[src/sv/cft_pkg.sv]
// ----------------------------------------------------------------------------
// cft_pkg - shared types and constants
// Opcodes, byte classes, state encodings and the triple record.
// ----------------------------------------------------------------------------
package cft_pkg;

  // Default sizing
  localparam int unsigned TABLE_ENTRIES_DEF = 1024;
  localparam int unsigned COUNT_BITS_DEF    = 32;

  // Fixed field widths
  localparam int unsigned CODE_BITS  = 24;
  localparam int unsigned INDEX_BITS = 10;
  localparam int unsigned INUSE_BITS = 11;
  localparam int unsigned OCC_BITS   = 32;

  // Opcodes
  localparam logic OP_PUSH = 1'b0;
  localparam logic OP_READ = 1'b1;

  // Byte classes
  localparam logic [7:0] BYTE_LF       = 8'h0A;
  localparam logic [7:0] BYTE_CR       = 8'h0D;
  localparam logic [7:0] LEAD_LO       = 8'hE0;
  localparam logic [7:0] LEAD_HI       = 8'hEF;
  localparam logic [7:0] CONT_LO       = 8'h80;
  localparam logic [7:0] CONT_HI       = 8'hBF;

  typedef enum logic [1:0] {
    PH_FIRST,
    PH_SECOND,
    PH_THIRD
  } phase_e;

  typedef enum logic [1:0] {
    ST_IDLE,
    ST_SEARCH,
    ST_READ
  } state_e;

  // Completed, qualifying triple from the byte framer
  typedef struct packed {
    logic                   hit;
    logic [CODE_BITS-1:0]   code;
  } triple_t;

endpackage

[src/sv/cft_byte_framer.sv]
// ----------------------------------------------------------------------------
// cft_byte_framer - byte to triple grouping
// Drops LF/CR, groups bytes into triples and flags three-byte sequences.
// ----------------------------------------------------------------------------
module cft_byte_framer (
  input  logic             clk_i,
  input  logic             rst_ni,
  input  logic             push_i,
  input  logic [7:0]       byte_i,
  output cft_pkg::triple_t triple_o
);

  cft_pkg::phase_e phase_q, phase_d;
  logic [7:0]      first_q, first_d;
  logic [7:0]      second_q, second_d;
  logic            take;

  function automatic logic in_range(input logic [7:0] b, input logic [7:0] lo,
                                    input logic [7:0] hi);
    return (b >= lo) && (b <= hi);
  endfunction

  assign take = push_i && (byte_i != cft_pkg::BYTE_LF) && (byte_i != cft_pkg::BYTE_CR);

  // Next phase and held bytes
  always_comb begin
    phase_d  = phase_q;
    first_d  = first_q;
    second_d = second_q;
    if (take) begin
      unique case (phase_q)
        cft_pkg::PH_FIRST: begin
          first_d = byte_i;
          phase_d = cft_pkg::PH_SECOND;
        end
        cft_pkg::PH_SECOND: begin
          second_d = byte_i;
          phase_d  = cft_pkg::PH_THIRD;
        end
        default: begin
          phase_d = cft_pkg::PH_FIRST;
        end
      endcase
    end
  end

  // Triple output
  always_comb begin
    triple_o.code = {first_q, second_q, byte_i};
    triple_o.hit  = take && (phase_q == cft_pkg::PH_THIRD)
                    && in_range(first_q, cft_pkg::LEAD_LO, cft_pkg::LEAD_HI)
                    && in_range(second_q, cft_pkg::CONT_LO, cft_pkg::CONT_HI)
                    && in_range(byte_i, cft_pkg::CONT_LO, cft_pkg::CONT_HI);
  end

  always_ff @(posedge clk_i or negedge rst_ni) begin
    if (!rst_ni) begin
      phase_q  <= cft_pkg::PH_FIRST;
      first_q  <= '0;
      second_q <= '0;
    end else begin
      phase_q  <= phase_d;
      first_q  <= first_d;
      second_q <= second_d;
    end
  end

endmodule

[config.mk]
export PLATFORM = sky130hd
export DESIGN_NAME = cft_byte_framer
export DESIGN_NICKNAME = d
export VERILOG_FILES = /design/src/sv/cft_pkg.sv /design/src/sv/cft_byte_framer.sv
export SDC_FILE = /design/constraint.sdc
export NUM_CORES = 1
export LEC_CHECK = 0
export ABC_CLOCK_PERIOD_IN_PS = 2850
export BUFFER_PORTS_ARGS = -buffer_cell sky130_fd_sc_hd__buf_2
export CORE_ASPECT_RATIO = 1.2
export CORE_MARGIN = 4
export CORE_UTILIZATION = 30
export DETAILED_ROUTE_END_ITERATION = 16
export PLACE_DENSITY_LB_ADDON = 0.12
export SLEW_MARGIN = 20
export SYNTH_ARGS = -nofsm -noshare
export SYNTH_HDL_FRONTEND = slang
export SYNTH_SLANG_ARGS = --single-unit
[constraint.sdc]
create_clock -name clk_i -period 2.85 [get_ports clk_i]
set_input_delay 0.1425 -clock clk_i [delete_from_list [all_inputs] [get_ports clk_i]]
set_output_delay 0.1425 -clock clk_i [all_outputs]
set_load 0.05 [all_outputs]
# --- Word-level counts from Yosys, hierarchy flattened ---
# Cells that the tools add are included.
totals:
  register_bits: 18
  inputBits: 11
  out_inout_bits: 25
  elab_cells: 26
op_classes:
  magnitude_cmp: 6
  eq_ne: 4
  n_mux: 1
  reduce_logical: 12
ops:
  columns: ["operator", "count"]
  rows:
  - ["8-bit >= comparator (second input constant)", 3]
  - ["8-bit <= comparator (second input constant)", 3]
  - ["8-bit by 4-bit inequality test with 1-bit output (second input constant)", 2]
  - ["1-bit logical AND", 9]
  - ["2-bit one-hot mux with 2 select lines", 1]
  - ["2-bit AND reduction", 2]
  - ["2-bit by 1-bit == test with 1-bit output (second input constant)", 1]
  - ["2-bit == test (second input constant)", 1]
  - ["2-bit zero test", 1]

# --- Depth between registers and ports, before layout ---
# Gate-level depths: netlist of run 1.
depth:
  word_depth: 7
  ltp_mapped: 4
  depth_no_buf: 4

# --- Worst setup path after synthesis of run 1 ---
# OpenSTA, ideal clock, no wires.
synth_path:
  path_type: "register -> output"
  startpoint: "reg second_q[6]"
  endpoint: "out triple_o[24] (netlist name)"
  t_arrival_ps: 1933
  t_required_ps: 2707
  setup_slack_ps: 774
  path_stages_with_launch: 3
  path_buffers: 0
  path_cell_list: "dfrtp_1 > nand4bb_1 > nor3_1"
synth_lines:
  columns: ["element", "line", "source"]
  rows:
  - ["from (decl)", "cft_byte_framer.sv:15", "logic [7:0] second_q, second_d;"]
  - ["from (signal assigned)", "cft_byte_framer.sv:64", "second_q <= second_d;"]
  - ["to (decl)", "cft_byte_framer.sv:10", "output cft_pkg::triple_t triple_o"]

==> impl_metrics.yaml, run 1 <==
status:
  status: "completed"
die:
  io_pins: 36
  die_x_um: 57.9
  die_area_sq_um: 3930
  core_region_area_sq_um: 2840
  start_util_pct: 31.6
  fp.dieH_um: 67.9
  core.rowCount: 21
layout:
  fin_nets: 111
  diodes: 0
  filler_cell_count: 310
  finish.utilization_pct: 38.1
  drive_gt1_share_pct: 52.0
  area_growth_syn_to_layout_pct: 20.6
placement:
  place.gp.congestion: 0.679
  dp_hpwl_um: 1560
  portBuffers: 35
hold_path:
  hold_path_startpoint: "byte_i[1]"
  hold_class: "in2reg"
pwr:
  power_frac_seq_pct: 33.1
  leakagePower_nw: 0.544
  internal-power_uw: 667
  switchingPower_uw: 727
  switching_share_pct: 52.1
  combPwrFrac_pct: 58.0
  p_clk_share_pct: 9.0
  power.density_nw_per_um2: 1290
  vdd_drop_max_uv: 434
clocking:
  cts_tree: "yes"
  numCtsBuffers: 3
  clk_transition_reported_paths_ns: 0.10
  post_cts_buffers: 0
  clock_latency_ns: 0.29
  cts.sinks: 18
  clock_path_buffers: 2
  ctsRootBufferMaster: "clkbuf_4"
  cts_max_level: 1
worst_setup_path:
  cp-start-kind: "flop"
  critical_path_required_ns: 2.71
  critPathKind: "reg2out"
  critical_path_arrival_ns: 1.43
  cp-end-kind: "output port"
  crit_path_start: "second_q[6]"
  critPathMaxFanout: 3
  r2r_start: "phase_q[0]"
global_routing:
  grt_first_pass_wirelength_um: 3210
  grt_pass1_vias: 651
  grt_overflow: 0
  grt_start_max_net_pins: 19
  grtUsageTotal_pct: 11.0
  antenna_found_initial: 0
sta:
  drv_slew: 0
  finClkSkew_ns: 0.00590
  slew_headroom_pct: 57.6
  worst_pin_slew_ns: 0.633
  final_hold_viol_count: 0
  hold-worst-slack_ns: 0.134
  period_share_pct: 55.2
  finalSetupViolCount: 0
  fin_tns_setup_ns: 0
  grt_setup_unrepaired: "no"
  min_period_ns: 1.57
  fmax_mhz: 636
yosys:
  synth_top_area_share_pct: 50.2
  synthXorXnorAreaFrac_pct: 0
  synth_top_family_by_area: "compound AO/OA/AOI/OAI gates"
  synth_compound_area_share_pct: 15.2
  synth-seq-cells: 18
  synth_cell_type_count: 22
  muxShareOfSynthArea_pct: 12.3
  synth_simple_gate_area_share_pct: 13.8
  syn_inst: 68
  synth_top_area_cell: "dfrtp_1"
  syn_nets: 79
  synth.avg_cell_area_sq_um: 13.2
  yosys.area_share.adder_pct: 0
  yosysWarnings: 0
  synth_area_sq_um: 897
  synth.area.top_cells: "dfrtp_1 50%, mux2_4 10%, a22o_1 9.8%, buf_4 6.7%, o2111ai_4 2.9%"
  ys_seq_area_share_pct: 50.2
drt:
  totalWireLength_um: 2020
  drtPass1Iterations: 4
  drc: 0
  final_antenna_net_count: 0
  initialDrtViolationCount: 16
  wl_per_cell_um: 15.3
  route.vias.total: 646
  via_per_inst: 4.89
flow_run:
  drv_cap: 0
[cell type report]
type,count,area [sq um],area share (%)
flip-flops and latches,18,450,41.6
multi-input cells,38,370,34.2
repair buffers,36,185,17.1
well taps,34,42.5,3.93
clock buffers,3,22.5,2.08
inverters,3,11.3,1.04
[power by group through the flow]
stage	Combinational [mW]	Clock, mW	Sequential (mW)
2_1_floorplan	0.251	0	0.854
4_1_cts	0.818	0.133	0.462
3_3_place_gp	0.815	0	0.464
5_1_grt	0.850	0.145	0.481
6_report	0.808	0.125	0.461
3_5_place_dp	0.815	0	0.468
[synthesized netlist by cell type]
master and n:
a21oi_1 2, nor3_1 1, inv_1 3, buf_2 1
nand4b_1 1, o2111ai_4 1, nand4bb_1 1, nor3b_2 2
nand3_1 1, and3b_1 1, nor2_1 1, nor3_2 1
buf_4 8, nand2_1 3, and3b_4 1, mux2_4 6
o211ai_1 1, a22o_1 10, nand2_4 2, dfrtp_1 18
o21ai_0 1, mux2i_1 2
[path summary, 6_finish.rpt]
kind | endpoint | slack, ns | cells after the start
max in group asynchronous | second_q[4] | 2.26 | 2
min in group asynchronous | first_q[0] | 0.30 | 2
hold / removal | first_q[1] | 0.13 | 2
setup / recovery | triple_o[24] | 1.28 | 3
setup reg to reg | first_q[0] | 1.29 | 3
hold reg to reg | second_q[5] | 0.51 | 1
[critical path: stages, from the launching register on]
cell	delay, ns
dfrtp_1	0.41
nand4bb_1	0.22
nor3_1	0.22
buf_2	0.30
[through the flow]
step | std cells | setup WS [ns] | power [mW] | cell area (sq um)
final | 132 | 1.28 | 1.39 | 1080
after global routing | 132 | 1.15 | 1.48 | 1080
after CTS | 132 | 1.23 | 1.41 | 1080
after detailed placement | 128 | 1.29 | 1.28 | 1050
after global placement | 128 | 1.32 | 1.28 | 1050
after floorplan | 68 | 0.774 | 1.11 | 897
[what timing repair did]
action	in CTS	in global routing
hold buffers	1	0
setup endpoints to repair	0	0
endpoints found under the hold margin	18	0
resized for setup	0	0
[placed cells by master, fill, tap and decap left out, types with 2 or more instances in the layout]
master,count
buf_2,35
dfrtp_1,18
a22o_1,10
mux2_4,6
inv_1,3
nand2_1,3
clkbuf_4,3
nor3b_2,2
nand2_4,2
mux2i_1,2
a21oi_1,2
[per-layer routing]
metal / wire length, um / vias to the layer above / GRT usage, %
met4: 19 / 0 / 5.22
met5: 0 / - / 0
met1: 887 / 316 / 13.8
li1: - / 303 / -
met2: 944 / 25 / 17.9
met3: 165 / 2 / 2.64
[logic make-up (layout without fill, tap and decap cells)]
family	after synthesis	in the layout
AO/OA/AOI/OAI	15	15
flip-flops	18	18
AND/OR/NAND/NOR	15	15
multiplexers	8	8
buffers and inverters	12	42
[flip-flops by register name, summed over array words and instances (netlist names)]
signal	flops
first_q	8
second_q	8
phase_q	2
Power figures use the tool's default switching activity.
==> run 2: changes to the inputs <==
Settings changed: ABC_CLOCK_PERIOD_IN_PS 2850 to 1600.
Clock period 2.85 ns to 1.6 ns, I/O delays scaled along.
==> run 2 against run 1 <==
  * Via count increased by 0.62%
  * Clock skew grew 0.0015 ns
  * Total power up 80%
  * Critical endpoint unchanged
  * Clock power is 79% higher
  * Critical path depth unchanged
  * Non-clock buffer count increased by 1
==> impl_metrics.yaml, run 2 (synthesis gave the netlist of run 1 again) <==
status:
  status: "completed"
hold_path:
  hold_depth: 2
  min_to: "second_q[1]"
  hold_path_startpoint: "byte_i[1]"
  hold_class: "in2reg"
worst_setup_path:
  path_cells: "nand4b_1, nor3_4, buf_2"
  critical_path_required_ns: 1.52
  cp_slowest_stage_delay_ns: 0.44
  critPathKind: "reg2out"
  critPathMaxFanout: 4
  r2r_start: "phase_q[1]"
  critPathSlowestCell: "dfrtp_1"
  critPathBufInv: 1
  worstRegToRegCells: 3
  r2r-end: "second_q[2]"
  critical_path_arrival_ns: 1.43
  cp-start-kind: "flop"
  cp-end-kind: "output port"
  crit_family: "flip-flops"
  rrSetupSlack_ns: 0.16
drt:
  initialDrtViolationCount: 14
  drtPass1Iterations: 5
  dr_wl_met2_um: 944
  route.vias.total: 650
  wl_per_cell_um: 14.6
  totalWireLength_um: 1940
  drc: 0
  via_per_inst: 4.89
  top_layer: "met4"
  dr_wl_met3_um: 104
  wl_met1_um: 872
  final_antenna_net_count: 0
die:
  io_pins: 36
  die_area_sq_um: 3930
  start_util_pct: 31.6
  core_region_area_sq_um: 2840
  core.rowCount: 21
  fp.dieH_um: 67.9
  die_x_um: 57.9
clocking:
  clock_path_buffers: 2
  clock_latency_ns: 0.29
  ctsRootBufferMaster: "clkbuf_4"
  cts_max_level: 1
  cts_resized: 0
  clk_transition_reported_paths_ns: 0.11
  post_cts_buffers: 0
  cts_tree: "yes"
  numCtsBuffers: 3
  cts.sinks: 18
sta:
  finalSetupViolCount: 0
  worst_pin_slew_ns: 0.410
  final_hold_viol_count: 0
  grt_setup_unrepaired: "no"
  min_period_ns: 1.51
  fin_tns_setup_ns: 0
  slew_headroom_pct: 72.6
  hold-worst-slack_ns: 0.0828
  fmax_mhz: 663
  finClkSkew_ns: 0.00741
  drv_slew: 0
  setup_slack_ns: 0.0926
  period_share_pct: 94.2
pwr:
  power.density_nw_per_um2: 2270
  finalPower_mw: 2.50
  vdd_drop_max_uv: 884
  leakagePower_nw: 0.563
global_routing:
  grt_start_max_net_pins: 19
  grtUsageTotal_pct: 11.0
  grt_first_pass_wirelength_um: 3180
  grt_overflow: 0
  grt_pass1_vias: 649
  antenna_found_initial: 0
layout:
  area_growth_syn_to_layout_pct: 22.7
  drive_gt1_share_pct: 53.5
  reg_top3: "first_q: 8 flops, second_q: 8 flops, phase_q: 2 flops"
  finish.utilization_pct: 38.8
  final_cell_mix: "35 x buf_2, 18 x dfrtp_1, 10 x a22o_1, 6 x mux2_4"
  fin_nets: 112
  filler_cell_count: 289
  layout.cells.most_common: "buf_2"
  diodes: 0
  stdcell_count: 133
  fin_area_sq_um: 1100
placement:
  placed_cell_area_sq_um: 1070
  dp_hpwl_um: 1520
  portBuffers: 35
  dp_slack_ns: 0.176
  place.gp.congestion: 0.767
  placedCellCount: 129
flow_run:
  drv_cap: 0
## run 2: how the worst max path moves through the flow
stage / startpoint / endpoint / slack [ns] / cells after the start
6_report: phase_q[0] / triple_o[24] / 0.09 / 3
5_1_grt: phase_q[0] / triple_o[24] / 0.01 / 3
4_1_cts: phase_q[0] / triple_o[24] / 0.09 / 3
3_5_place_dp: phase_q[1] / second_q[2] / 0.18 / 3
3_3_place_gp: byte_i[0] / first_q[0] / 0.22 / 5
2_1_floorplan: second_q[6] / triple_o[24] / 0.14 / 2
## run 2: final cells by class
type | instances | area, sq um | area share (%)
clock buffers | 3 | 22.5 | 2.05
flip-flops and latches | 18 | 450 | 40.9
well taps | 34 | 42.5 | 3.86
inverters | 3 | 11.3 | 1.02
multi-input cells | 38 | 382 | 34.7
repair buffers | 37 | 193 | 17.5
## run 2: metal layers
layer  track usage, %  up-vias
met5                0        -
met4             6.09        0
met3             2.83        2
met2             17.5       16
met1             13.6      327
li1                 -      305
## run 2: power by group
group | leakage (nW) | switching [mW] | internal, mW | total (mW)
combinational | 0.331 | 1.02 | 0.436 | 1.46
clock | 0.0138 | 0.137 | 0.0874 | 0.224
sequential | 0.218 | 0.147 | 0.674 | 0.821
## run 2: repair_timing
item                                    in CTS  in global routing
hold buffers                                 1                  0
endpoints found under the setup margin       0                  0
endpoints found under the hold margin       18                  0
==> run 3: changes to the inputs <==
Settings changed: CTS_BUF_LIST set to sky130_fd_sc_hd__clkbuf_8, CTS_CLUSTER_SIZE set to 14, SETUP_SLACK_MARGIN set to 0.3.
==> run 3 against run 2 <==
  * Sequential share of layout area fell by 2.9 points
  * Via count rose by 3.4%
  * Cell area rose by 9.5%
  * Total power rose by 9.8%
  * Critical path depth did not move
==> impl_metrics.yaml, run 3 (synthesis gave the netlist of run 1 again) <==
global_routing:
  grtUsageTotal_pct: 11.1
  use_met3_pct: 2.45
  antenna_found_initial: 0
  grt_first_pass_wirelength_um: 3220
  grt_busiest_layer: "met2"
  grt_pass1_vias: 650
  use_met1_pct: 14.0
  grt_start_max_net_pins: 19
  use_met2_pct: 17.5
  grt_overflow: 0
drt:
  initialDrtViolationCount: 34
  drc: 0
  via_per_inst: 4.83
  route.vias.total: 672
  final_antenna_net_count: 0
  wl_per_cell_um: 14.9
  totalWireLength_um: 2070
  drtPass1Iterations: 4
hold_path:
  hold_path_startpoint: "byte_i[6]"
  hold_class: "in2reg"
layout:
  drive_gt1_share_pct: 62.9
  reg_top3: "first_q: 8 flops, second_q: 8 flops, phase_q: 2 flops"
  layout.cells.most_common: "buf_2"
  diodes: 0
  final_cell_mix: "34 x buf_2, 12 x dfrtp_1, 10 x a22o_1, 6 x mux2_4, 6 x dfrtp_2"
  fin_nets: 117
  stdcell_count: 139
  filler_cell_count: 298
  area_growth_syn_to_layout_pct: 34.4
worst_setup_path:
  critPathBufInv: 1
  r2r_start: "phase_q[0]"
  critPathKind: "reg2out"
  critPathMaxFanout: 3
  cp_slowest_stage_delay_ns: 0.42
  critPathSlowestCell: "dfrtp_2"
  critical_path_arrival_ns: 1.26
  critical_path_required_ns: 1.52
  cp-start-kind: "flop"
  crit_family: "flip-flops"
  cp-end-kind: "output port"
  path_cells: "nand4bb_4, nor3_4, buf_6"
  crit_path_start: "second_q[6]"
clocking:
  clock_path_buffers: 2
  clk_transition_reported_paths_ns: 0.07
  cts.sinks: 18
  clock_latency_ns: 0.25
  cts_tree: "yes"
  cts_max_level: 1
  numCtsBuffers: 3
  ctsRootBufferMaster: "clkbuf_8"
flow_run:
  drv_cap: 0
placement:
  dp_hpwl_um: 1540
  place.gp.congestion: 0.730
  placedCellCount: 129
  portBuffers: 35
pwr:
  vdd_drop_max_uv: 870
  power.density_nw_per_um2: 2280
  leakagePower_nw: 0.601
sta:
  hold-worst-slack_ns: 0.114
  period_share_pct: 83.4
  worst_pin_slew_ns: 0.401
  drv_slew: 0
  fmax_mhz: 749
  min_period_ns: 1.34
  finalSetupViolCount: 0
  grt_setup_unrepaired: "yes"
  fin_tns_setup_ns: 0
  finClkSkew_ns: 0.00708
  slew_headroom_pct: 73.3
  final_hold_viol_count: 0
die:
  core.rowCount: 21
  die_x_um: 57.9
  start_util_pct: 31.6
  die_area_sq_um: 3930
  fp.dieH_um: 67.9
  io_pins: 36
  core_region_area_sq_um: 2840
status:
  status: "completed"
run 3: area by class of cell:
cell class | count | area [sq um] | share of cell area, %
Multi-Input combinational cell | 38 | 405 | 33.6
Inverter | 3 | 11.3 | 0.934
Clock inverter | 1 | 3.75 | 0.311
Tap cell | 34 | 42.5 | 3.53
Timing Repair Buffer | 42 | 244 | 20.2
Sequential cell | 18 | 458 | 38.0
Clock buffer | 3 | 41.3 | 3.42
run 3: power breakdown:
part	leakage, nW	switching (mW)	internal [mW]
Sequential	0.211	0.176	0.689
Combinational	0.363	1.04	0.528
Clock	0.0269	0.149	0.170
run 3: final timing paths:
| kind | cells past startpoint | slack (ns) | to |
|---|---|---|---|
| min reg2reg | 1 | 0.50 | second_q[5] |
| max in group asynchronous | 2 | 1.00 | second_q[7] |
| max reg2reg | 4 | 0.28 | first_q[0] |
| min | 2 | 0.11 | first_q[6] |
| max | 3 | 0.26 | triple_o[24] |
| min in group asynchronous | 2 | 0.28 | first_q[3] |
run 3: per-layer routing:
metal / up-vias / wire, um
li1: 317 / -
met1: 321 / 874
met2: 30 / 1030
met3: 4 / 133
met4: 0 / 27
met5: - / 0
run 3: through the flow:
| stage | setup WS, ns | total power [mW] | instance area, sq um | util [%] |
|---|---|---|---|---|
| global route | 0.196 | 2.90 | 1210 | 42.5 |
| floorplan | 0.289 | 2.00 | 922 | - |
| CTS | 0.251 | 2.70 | 1170 | 41.1 |
| detailed placement | 0.132 | 2.33 | 1080 | 38.1 |
| finish | 0.265 | 2.75 | 1210 | 42.5 |
| global placement | 0.205 | 2.32 | 1080 | 38.1 |
run 3: what timing repair did:
action,4_1_cts,5_1_grt
endpoints found under the hold margin,18,0
endpoints found under the setup margin,7,6
hold buffers,1,0
pin swaps,0,2
gates resized for setup,3,3
buffers inserted,3,2
